--- src/sv/assert_macros.svh ---
// Assertion macros used by the top-level RTL file of the brightness and contrast block.
`ifndef ASSERT_MACROS_SVH
`define ASSERT_MACROS_SVH
`ifndef SYNTH
// Checks an implication property on every rising edge of aclk outside reset.
`define RBCA_ASSERT_IMPL(lbl, ante, cons, msg) \
    lbl: assert property (@(posedge aclk) disable iff (!aresetn) (ante) |-> (cons)) \
        else $error(msg);
// Checks that a condition holds in the cycle after the antecedent.
`define RBCA_ASSERT_NEXT(lbl, ante, cons, msg) \
    lbl: assert property (@(posedge aclk) disable iff (!aresetn) (ante) |=> (cons)) \
        else $error(msg);
`else
`define RBCA_ASSERT_IMPL(lbl, ante, cons, msg)
`define RBCA_ASSERT_NEXT(lbl, ante, cons, msg)
`endif
`endif

--- src/sv/rbca_pkg.sv ---
// Package with widths, constants and shared types of the brightness and contrast block.
package rbca_pkg;

    localparam int CHAN_W     = 8;
    localparam int NUM_LANES  = 3;
    localparam int CFG_W      = 9;
    localparam int CFG_IDX_W  = 8;
    localparam int GAIN_W     = 24;
    localparam int GAIN_FRAC  = 16;
    localparam int TDATA_W    = NUM_LANES * CHAN_W;

    localparam logic [GAIN_W-1:0] GAIN_ONE = GAIN_W'(1) << GAIN_FRAC;

    // Constants of the contrast gain formula and the stretch center.
    localparam int GAIN_K_NUM = 259;
    localparam int GAIN_K_DEN = 255;
    localparam int CHAN_MAX   = 255;
    localparam int MID_GREY   = 128;

    // Configuration register indexes.
    localparam logic [CFG_IDX_W-1:0] REG_BRIGHTNESS = CFG_IDX_W'(0);
    localparam logic [CFG_IDX_W-1:0] REG_CONTRAST   = CFG_IDX_W'(1);

    // Per-stage load enables that the top level hands to every lane.
    typedef struct packed {
        logic en1;
        logic en2;
        logic en3;
    } rbca_pipe_ctl_t;

endpackage

--- src/sv/rgb_brightness_contrast_adjust_top.sv ---
// Top level of the RGB brightness and contrast adjustment block.
//
// One item on the s_ channel is one RGB pixel; one item on the m_ channel is
// the adjusted pixel. Red, green and blue run through three identical lanes
// side by side, and the output stage merges their results into one item.
// Items move on tvalid and tready both high at a rising edge of aclk.
// m_tvalid rises once an accepted pixel has passed the lane stage registers
// (stage 1, stage 2, stage 3). The block takes one pixel per clock for as
// long as the receiver keeps m_tready high and no gain update is running.
// Each lane stage loads whenever it is empty or its successor moves on, so a
// stalled receiver first lets the empty stages fill and only then drops
// s_tready; no item is lost or repeated.
// The configuration channel writes brightness (index 0) or contrast (index 1);
// writes to other indexes are ignored. A contrast write above -255 starts a
// restoring division that computes the gain, one quotient bit per cycle;
// during that time both s_tready and cfg_ready are low.
// A synchronous low on aresetn empties the pipeline and sets brightness to
// zero and the gain to unity.
module rgb_brightness_contrast_adjust_top (
    input  logic                                  aclk,
    input  logic                                  aresetn,
    // Input pixel, from the lowest bit: red_in, green_in, blue_in.
    input  logic [rbca_pkg::TDATA_W-1:0]          s_tdata,
    input  logic                                  s_tvalid,
    output logic                                  s_tready,
    // Output pixel, from the lowest bit: red_out, green_out, blue_out.
    output logic [rbca_pkg::TDATA_W-1:0]          m_tdata,
    output logic                                  m_tvalid,
    input  logic                                  m_tready,
    input  logic                                  cfg_valid,
    output logic                                  cfg_ready,
    input  logic [rbca_pkg::CFG_IDX_W-1:0]        cfg_index,
    input  logic [rbca_pkg::CFG_W-1:0]            cfg_data
);
    import rbca_pkg::*;

    logic                      vld1_reg, vld1_next;
    logic                      vld2_reg, vld2_next;
    logic                      vld3_reg, vld3_next;
    logic signed [CFG_W-1:0]   brightness_reg, brightness_next;
    logic                      adv1, adv2, adv3;
    logic                      in_accept;
    logic                      cfg_accept;
    logic                      gain_start;
    logic                      gain_busy;
    logic [GAIN_W-1:0]         gain;
    rbca_pipe_ctl_t            ctl;
    logic [CHAN_W-1:0]         lane_out [NUM_LANES];

    // A stage may load when it is empty or its contents move on.
    assign adv3 = !vld3_reg || m_tready;
    assign adv2 = !vld2_reg || adv3;
    assign adv1 = !vld1_reg || adv2;

    assign s_tready  = adv1 && !gain_busy;
    assign in_accept = s_tvalid && s_tready;

    assign ctl.en1 = in_accept;
    assign ctl.en2 = adv2 && vld1_reg;
    assign ctl.en3 = adv3 && vld2_reg;

    assign vld1_next = adv1 ? in_accept : vld1_reg;
    assign vld2_next = adv2 ? vld1_reg  : vld2_reg;
    assign vld3_next = adv3 ? vld2_reg  : vld3_reg;

    assign cfg_ready  = !gain_busy;
    assign cfg_accept = cfg_valid && cfg_ready;
    assign gain_start = cfg_accept && (cfg_index == REG_CONTRAST);
    assign brightness_next = (cfg_accept && (cfg_index == REG_BRIGHTNESS)) ?
                             $signed(cfg_data) : brightness_reg;

    always_ff @(posedge aclk) begin
        if (!aresetn) begin
            vld1_reg       <= 1'b0;
            vld2_reg       <= 1'b0;
            vld3_reg       <= 1'b0;
            brightness_reg <= '0;
        end else begin
            vld1_reg       <= vld1_next;
            vld2_reg       <= vld2_next;
            vld3_reg       <= vld3_next;
            brightness_reg <= brightness_next;
        end
    end

    rbca_gain_div u_gain_div (
        .aclk    (aclk),
        .aresetn (aresetn),
        .start   (gain_start),
        .level   ($signed(cfg_data)),
        .busy    (gain_busy),
        .gain    (gain)
    );

    for (genvar i = 0; i < NUM_LANES; i++) begin : g_lane
        rbca_lane u_lane (
            .aclk       (aclk),
            .ctl        (ctl),
            .brightness (brightness_reg),
            .gain       (gain),
            .chan_in    (s_tdata[i*CHAN_W +: CHAN_W]),
            .chan_out   (lane_out[i])
        );
    end

    // Merge the lane results into one output item.
    always_comb begin
        for (int i = 0; i < NUM_LANES; i++) begin
            m_tdata[i*CHAN_W +: CHAN_W] = lane_out[i];
        end
    end

    assign m_tvalid = vld3_reg;

`include "assert_macros.svh"

    // Contrast levels of -255 and below give zero gain at once, without a division.
    `RBCA_ASSERT_IMPL(a_no_input_while_div, in_accept, !gain_busy, "pixel taken during gain update")
    `RBCA_ASSERT_NEXT(a_contrast_starts_div, gain_start && ($signed(cfg_data) > -9'sd255), gain_busy, "contrast write did not start divider")
    `RBCA_ASSERT_NEXT(a_out_held_on_stall, m_tvalid && !m_tready, m_tvalid && $stable(m_tdata), "stalled output changed")
    `RBCA_ASSERT_IMPL(a_empty_pipe_ready, !vld1_reg && !vld2_reg && !vld3_reg && !gain_busy, s_tready, "empty pipeline refused input")

endmodule

--- src/sv/rbca_gain_div.sv ---
// Restoring divider that derives the Q8.16 contrast gain from a contrast level.
module rbca_gain_div (
    input  logic                                aclk,
    input  logic                                aresetn,
    input  logic                                start,
    input  logic signed [rbca_pkg::CFG_W-1:0]   level,
    output logic                                busy,
    output logic        [rbca_pkg::GAIN_W-1:0]  gain
);
    import rbca_pkg::*;

    localparam int NUM_W = 18;
    localparam int DEN_W = 18;
    localparam int DVD_W = NUM_W + GAIN_FRAC;
    localparam int CNT_W = $clog2(DVD_W + 1);

    typedef enum logic {ST_IDLE, ST_RUN} state_t;

    state_t                    state_reg, state_next;
    logic [DVD_W-1:0]          dq_reg, dq_next;
    logic [DEN_W-1:0]          rem_reg, rem_next;
    logic [DEN_W-1:0]          den_reg, den_next;
    logic [CNT_W-1:0]          cnt_reg, cnt_next;
    logic [GAIN_W-1:0]         gain_reg, gain_next;

    logic signed [CFG_W:0]     lvl_plus;
    logic signed [CFG_W+1:0]   lvl_minus;
    logic [NUM_W-1:0]          num;
    logic [DEN_W-1:0]          den;
    logic [DEN_W:0]            shifted;
    logic                      fits;
    logic [DVD_W-1:0]          quo_full;

    // Numerator 259*(c+255) and denominator 255*(259-c), both constant multiplies.
    assign lvl_plus  = (CFG_W+1)'(level) + (CFG_W+1)'(CHAN_MAX);
    assign lvl_minus = (CFG_W+2)'(GAIN_K_NUM) - (CFG_W+2)'(level);
    assign num = NUM_W'(lvl_plus[CFG_W-1:0]) * NUM_W'(GAIN_K_NUM);
    assign den = DEN_W'(lvl_minus[CFG_W:0]) * DEN_W'(GAIN_K_DEN);

    assign shifted  = {rem_reg, dq_reg[DVD_W-1]};
    assign fits     = shifted >= {1'b0, den_reg};
    assign quo_full = {dq_reg[DVD_W-2:0], fits};

    always_comb begin
        state_next = state_reg;
        dq_next    = dq_reg;
        rem_next   = rem_reg;
        den_next   = den_reg;
        cnt_next   = cnt_reg;
        gain_next  = gain_reg;
        case (state_reg)
            ST_IDLE: begin
                if (start) begin
                    if (lvl_plus <= 0) begin
                        // Gain is zero or negative: it saturates to zero.
                        gain_next = '0;
                    end else begin
                        dq_next    = {num, GAIN_FRAC'(0)};
                        rem_next   = '0;
                        den_next   = den;
                        cnt_next   = '0;
                        state_next = ST_RUN;
                    end
                end
            end
            ST_RUN: begin
                rem_next = fits ? DEN_W'(shifted - {1'b0, den_reg}) : shifted[DEN_W-1:0];
                dq_next  = quo_full;
                cnt_next = cnt_reg + CNT_W'(1);
                if (cnt_reg == CNT_W'(DVD_W - 1)) begin
                    gain_next  = (|quo_full[DVD_W-1:GAIN_W]) ? '1 : quo_full[GAIN_W-1:0];
                    state_next = ST_IDLE;
                end
            end
            default: begin
                state_next = ST_IDLE;
            end
        endcase
    end

    always_ff @(posedge aclk) begin
        if (!aresetn) begin
            state_reg <= ST_IDLE;
            gain_reg  <= GAIN_ONE;
            cnt_reg   <= '0;
        end else begin
            state_reg <= state_next;
            gain_reg  <= gain_next;
            cnt_reg   <= cnt_next;
        end
        dq_reg  <= dq_next;
        rem_reg <= rem_next;
        den_reg <= den_next;
    end

    assign busy = (state_reg == ST_RUN);
    assign gain = gain_reg;

endmodule

--- src/sv/rbca_lane.sv ---
// Three-stage datapath that adjusts one color channel.
module rbca_lane (
    input  logic                                 aclk,
    input  rbca_pkg::rbca_pipe_ctl_t             ctl,
    input  logic signed [rbca_pkg::CFG_W-1:0]    brightness,
    input  logic        [rbca_pkg::GAIN_W-1:0]   gain,
    input  logic        [rbca_pkg::CHAN_W-1:0]   chan_in,
    output logic        [rbca_pkg::CHAN_W-1:0]   chan_out
);
    import rbca_pkg::*;

    localparam int SUM_W  = CFG_W + 1;
    localparam int PROD_W = GAIN_W + 1 + CHAN_W;
    localparam int Q_W    = PROD_W - GAIN_FRAC;

    logic signed [SUM_W-1:0]   sum;
    logic        [CHAN_W-1:0]  bright_v;
    logic signed [CHAN_W-1:0]  dev_reg;
    logic signed [PROD_W-1:0]  prod_reg;
    logic signed [Q_W-1:0]     quot;
    logic signed [Q_W:0]       shifted_back;
    logic        [CHAN_W-1:0]  out_reg;

    // First clamp after the brightness offset.
    assign sum = $signed({2'b00, chan_in}) + SUM_W'(brightness);
    always_comb begin
        if (sum < 0) begin
            bright_v = '0;
        end else if (sum > SUM_W'(CHAN_MAX)) begin
            bright_v = CHAN_W'(CHAN_MAX);
        end else begin
            bright_v = sum[CHAN_W-1:0];
        end
    end

    // The arithmetic shift floors the signed product, matching the rounding rule.
    assign quot         = prod_reg[PROD_W-1:GAIN_FRAC];
    assign shifted_back = (Q_W+1)'(quot) + (Q_W+1)'(MID_GREY);

    always_ff @(posedge aclk) begin
        if (ctl.en1) begin
            // v - 128 is v with its top bit flipped, read as signed.
            dev_reg <= $signed({~bright_v[CHAN_W-1], bright_v[CHAN_W-2:0]});
        end
        if (ctl.en2) begin
            prod_reg <= $signed({1'b0, gain}) * dev_reg;
        end
        if (ctl.en3) begin
            if (shifted_back < 0) begin
                out_reg <= '0;
            end else if (shifted_back > (Q_W+1)'(CHAN_MAX)) begin
                out_reg <= CHAN_W'(CHAN_MAX);
            end else begin
                out_reg <= shifted_back[CHAN_W-1:0];
            end
        end
    end

    assign chan_out = out_reg;

endmodule
--- config.mk ---
export PLATFORM = sky130hd
export DESIGN_NAME = rgb_brightness_contrast_adjust_top
export DESIGN_NICKNAME = d
export VERILOG_FILES = /design/src/sv/rbca_pkg.sv /design/src/sv/rgb_brightness_contrast_adjust_top.sv /design/src/sv/rbca_gain_div.sv /design/src/sv/rbca_lane.sv
export VERILOG_INCLUDE_DIRS = /design/src /design/src/sv
export SDC_FILE = /design/constraint.sdc
export NUM_CORES = 2
export LEC_CHECK = 0
export ABC_AREA = 1
export BUFFER_PORTS_ARGS = -buffer_cell sky130_fd_sc_hd__buf_2
export CAP_MARGIN = 20
export CORE_MARGIN = 2
export CORE_UTILIZATION = 57
export CTS_BUF_LIST = sky130_fd_sc_hd__clkbuf_8
export DETAILED_ROUTE_END_ITERATION = 6
export HOLD_SLACK_MARGIN = 0.03
export PLACE_DENSITY_LB_ADDON = 0.2
export REMOVE_ABC_BUFFERS = 1
export SKIP_CTS_REPAIR_TIMING = 1
export SLEW_MARGIN = 20
export SYNTH_ARGS = -nofsm -noshare
export SYNTH_HDL_FRONTEND = slang
export SYNTH_SLANG_ARGS = --single-unit
--- constraint.sdc ---
create_clock -name aclk -period 10.55 [get_ports aclk]
set_input_delay 0.5275 -clock aclk [delete_from_list [all_inputs] [get_ports aclk]]
set_output_delay 0.5275 -clock aclk [all_outputs]
set_load 0.02 [all_outputs]
==> metrics.md <==
| Metric | Value |
|---|---|
| Mux contribution to synthesized area | `0` |
| Synth cell types | `50` |
| Fmax | `193 MHz` |
| RePlAce Congestion | `0.950` |
| Core ar. | `59,000 µm²` |
| Share of cells above drive strength 1 | `0.0463` |
| Final antenna-violating net count | `0` |
| Largest net degree at the start of global routing | `53` |
| Xor/xnor share of the synthesized area | `0.0208` |
| Syn Std Cell Area | `34,100 µm²` |
| Crit path max fanout | `21` |
| Register share of total power | `0.325` |
| Max VDD drop | `137 µV` |
| Area of the multi-input gates | `22,700 µm²` |
| Die area | `61,800 µm²` |
| DR vias | `27,300` |
| Setup Skew | `41.6 ps` |
| Post-synth top flop | `edfxtp_1` |
| Port buffer count | `72` |
| Clk sinks | `212` |
| Final Cycle Share | `0.492` |
| Global-route wire length before repair | `137,000 µm` |
| Fill count | `5,469` |
| Initial DRC Count | `1,723` |
| P per Cell Area | `89.1 nW/µm²` |
| Post-DR vias/cell | `5.08` |
| Setup slack after layout | `5360 ps` |
| RR Endpoint | `g_lane[2].u_lane.prod_reg[31]` |
| Initial antenna violation count | `5` |
| Post-Route WL | `81,100 µm` |
| Fin. Hold Viols | `0` |
| Most numerous cell on the critical path | `inv_1` |
| Io pins | `73` |
| Clk root buf | `clkbuf_8` |
| Final Core Density | `0.609` |
| Worst path cell trace | `inv_1, nor2_1, fa_1, inv_1, fa_1, inv_1, fa_1, inv_1, fa_1, inv_1, ha_1, a21oi_1, o21ai_0, a21oi_1, o21ai_0, nor2_1, nand2_1, nand2_1, nand2_1` |
| Crit-path max cell delay | `640 ps` |
| Max cap viols | `0` |
| Setup TNS | `0 ps` |
| Clock transition at path regs | `80 ps` |
| Slew @ Worst Pin | `1150 ps` |
| Yosys reg bits | `212` |
| Most common cell after layout, fill and taps aside | `inv_1` |
| Synth Area in Adders | `0.383` |
| CP required | `10,910 ps` |
| Final HPWL DP | `64,100 µm` |
| Async S/R FF share, synth | `0` |
| Min Hold Slack | `230 ps` |
| R2r setup slk | `5360 ps` |
| Gate power share | `0.385` |
| Period minus WS final | `5190 ps` |
| Residual DRC | `0` |
| Net Sw Frac | `0.377` |
| Leakage | `21.3 nW` |
| Layout Nets | `5,396` |
| CTS buffer count | `39` |
| Reg2reg path depth | `19` |
| Worst Path Buf+Inv | `5` |
| CTS H-tree lvls | `2` |
| Post-synthesis compound-gate area fraction | `0.0690` |
| Max reg flops | `51` |
| GRT Resource Usage Total | `0.271` |
| Grt ovf | `0` |
| Area grow syn2layout | `5.52%` |
| Simple-Gate Fraction of Synth Area | `0.192` |
| Worst-Skew Late Latency | `630 ps` |
| Relative slew slack | `0.235` |
| Slowest cell on crit path | `inv_1` |
| RSZ-0062 raised after global routing | `false` |
| # rows | `89` |
| Internal power | `2.00 mW` |
| R2r startpoint | `g_lane[2].u_lane.dev_reg[7]` |
| Storage element area | `5940 µm²` |
| CP endpoint kind | `flop` |
| Cells after Synth | `4,570` |
| Die H | `249 µm` |
| Top cell family by delay on the critical path | `adder cells` |
| CTS tree | `done` |
| Switching Power | `1.21 mW` |
| Status | `completed` |
| Hold Path Origin | `cfg_data[6]` |
| Average wire per standard cell | `15.1 µm` |
| Max-slew violation count | `0` |
| HP Class | `in2reg` |
| Drt pass-1 iters | `7` |
| Hold path depth | `3` |
| Pre-CTS WS | `5000 ps` |
| Arr. time, crit path | `5550 ps` |
| Highest-count cells in the layout ignoring fill and taps | `1,306 x inv_1, 1,056 x nand2_1, 438 x fa_1` |
| Worst-case clock buffer depth | `3` |
| # setup viols final | `0` |
| Initial core utilization | `0.577` |
| Startpoint Class | `flop` |
| Vias in the first global route | `27,400` |
| Clock share of power | `0.290` |
| Die Width | `249 µm` |
| Synthesis Warnings | `0` |
| Post-synth EDFFs | `169` |
| Seq/Total Area, Yosys | `0.174` |
| Synthesized area per cell | `7.46 µm²` |
| Crit path kind | `reg2reg` |
| Hold Path End | `brightness_reg[6]` |
| Combinational family with the most area after synthesis | `adder cells` |
stage by stage:
step / power, mW / instance area (µm²) / cells
6_report: 3.20 / 36000 / 5373
5_1_grt: 3.47 / 36000 / 5373
4_1_cts: 3.24 / 35900 / 5371
3_5_place_dp: 2.29 / 35000 / 5300
3_3_place_gp: 2.27 / 35000 / 5300
2_1_floorplan: 1.99 / 33500 / 4431
synthesized netlist by cell type, drive strengths merged (2+ instances only):
cell type	number	share of area
clkinv	2	0.00022
o21ai	150	0.022
nand4	33	0.0061
o21bai	11	0.0024
inv	1307	0.14
or2	6	0.0011
a21boi	3	0.00066
a21oi	237	0.035
clkbuf	126	0.014
o21a	10	0.0022
dfxtp	43	0.025
nand2	1068	0.12
edfxtp	169	0.15
nor3	37	0.0059
buf	13	0.0028
a21o	15	0.0033
nand3	153	0.023
o211ai	2	0.00044
ha	343	0.13
nand3b	6	0.0013
and3	4	0.00073
nor2	295	0.034
xor2	55	0.014
a31oi	6	0.0011
fa	438	0.26
xnor2	26	0.0067
o31ai	5	0.0011
kinds of logic (layout without fill, tap and decap cells):
kind of cell / after synthesis / after routing
xor+xnor: 81 / 81
simple gates: 1607 / 1607
fa+ha+maj: 781 / 781
flops: 212 / 212
compound gates: 441 / 441
other cells: 0 / 1
buf+inv: 1448 / 1477
worst reg2reg max path, delay by kind of cell (launching register included):
| family | cells | cell delay (ps) |
|---|---|---|
| adders and majority gates | 5 | 2490 |
| buffers and inverters | 5 | 840 |
| and+or+nand+nor | 5 | 440 |
| AOI/OAI and AO/OA | 4 | 630 |
| DFF | 1 | 530 |
worst max-delay path by stage:
stage	startpoint	to	slack, ps	cells after the start
final	g_lane[2].u_lane.dev_reg[7]	g_lane[2].u_lane.prod_reg[31]	5360	19
after global routing	g_lane[2].u_lane.dev_reg[7]	g_lane[2].u_lane.prod_reg[31]	5010	19
after CTS	g_lane[1].u_lane.dev_reg[7]	g_lane[1].u_lane.prod_reg[31]	5360	18
after detailed placement	cfg_data[2]	u_gain_div.den_reg[14]	5000	23
after global placement	cfg_data[2]	u_gain_div.den_reg[15]	5040	24
after floorplan	cfg_data[2]	u_gain_div.den_reg[15]	5520	23
layer usage:
metal,vias to the layer above,track usage,wire length (µm)
met2,668,0.452,37900
met5,-,0,26
met1,13000,0.368,36200
met4,4,0.0768,2080
li1,13600,-,-
met3,108,0.0406,4900
area by class of cell:
cell class | instances | share of cell area
Antenna cell | 1 | 0.0000696
Clock buffer | 46 | 0.0176
Clock inverter | 25 | 0.00752
Inverter | 1309 | 0.137
Multi-Input combinational cell | 2910 | 0.631
Sequential cell | 212 | 0.165
Tap cell | 773 | 0.0269
Timing Repair Buffer | 97 | 0.0154
power by group through the flow:
| stage | Sequential [mW] | Clock, mW | Combinational [mW] |
|---|---|---|---|
| after floorplan | 1.04 | 0 | 0.948 |
| after global placement | 1.06 | 0 | 1.21 |
| after CTS | 1.04 | 0.957 | 1.25 |
| after detailed placement | 1.06 | 0 | 1.23 |
| final | 1.04 | 0.928 | 1.24 |
| after global routing | 1.05 | 0.987 | 1.44 |
No activity file was read; power rests on OpenSTA's default activity.
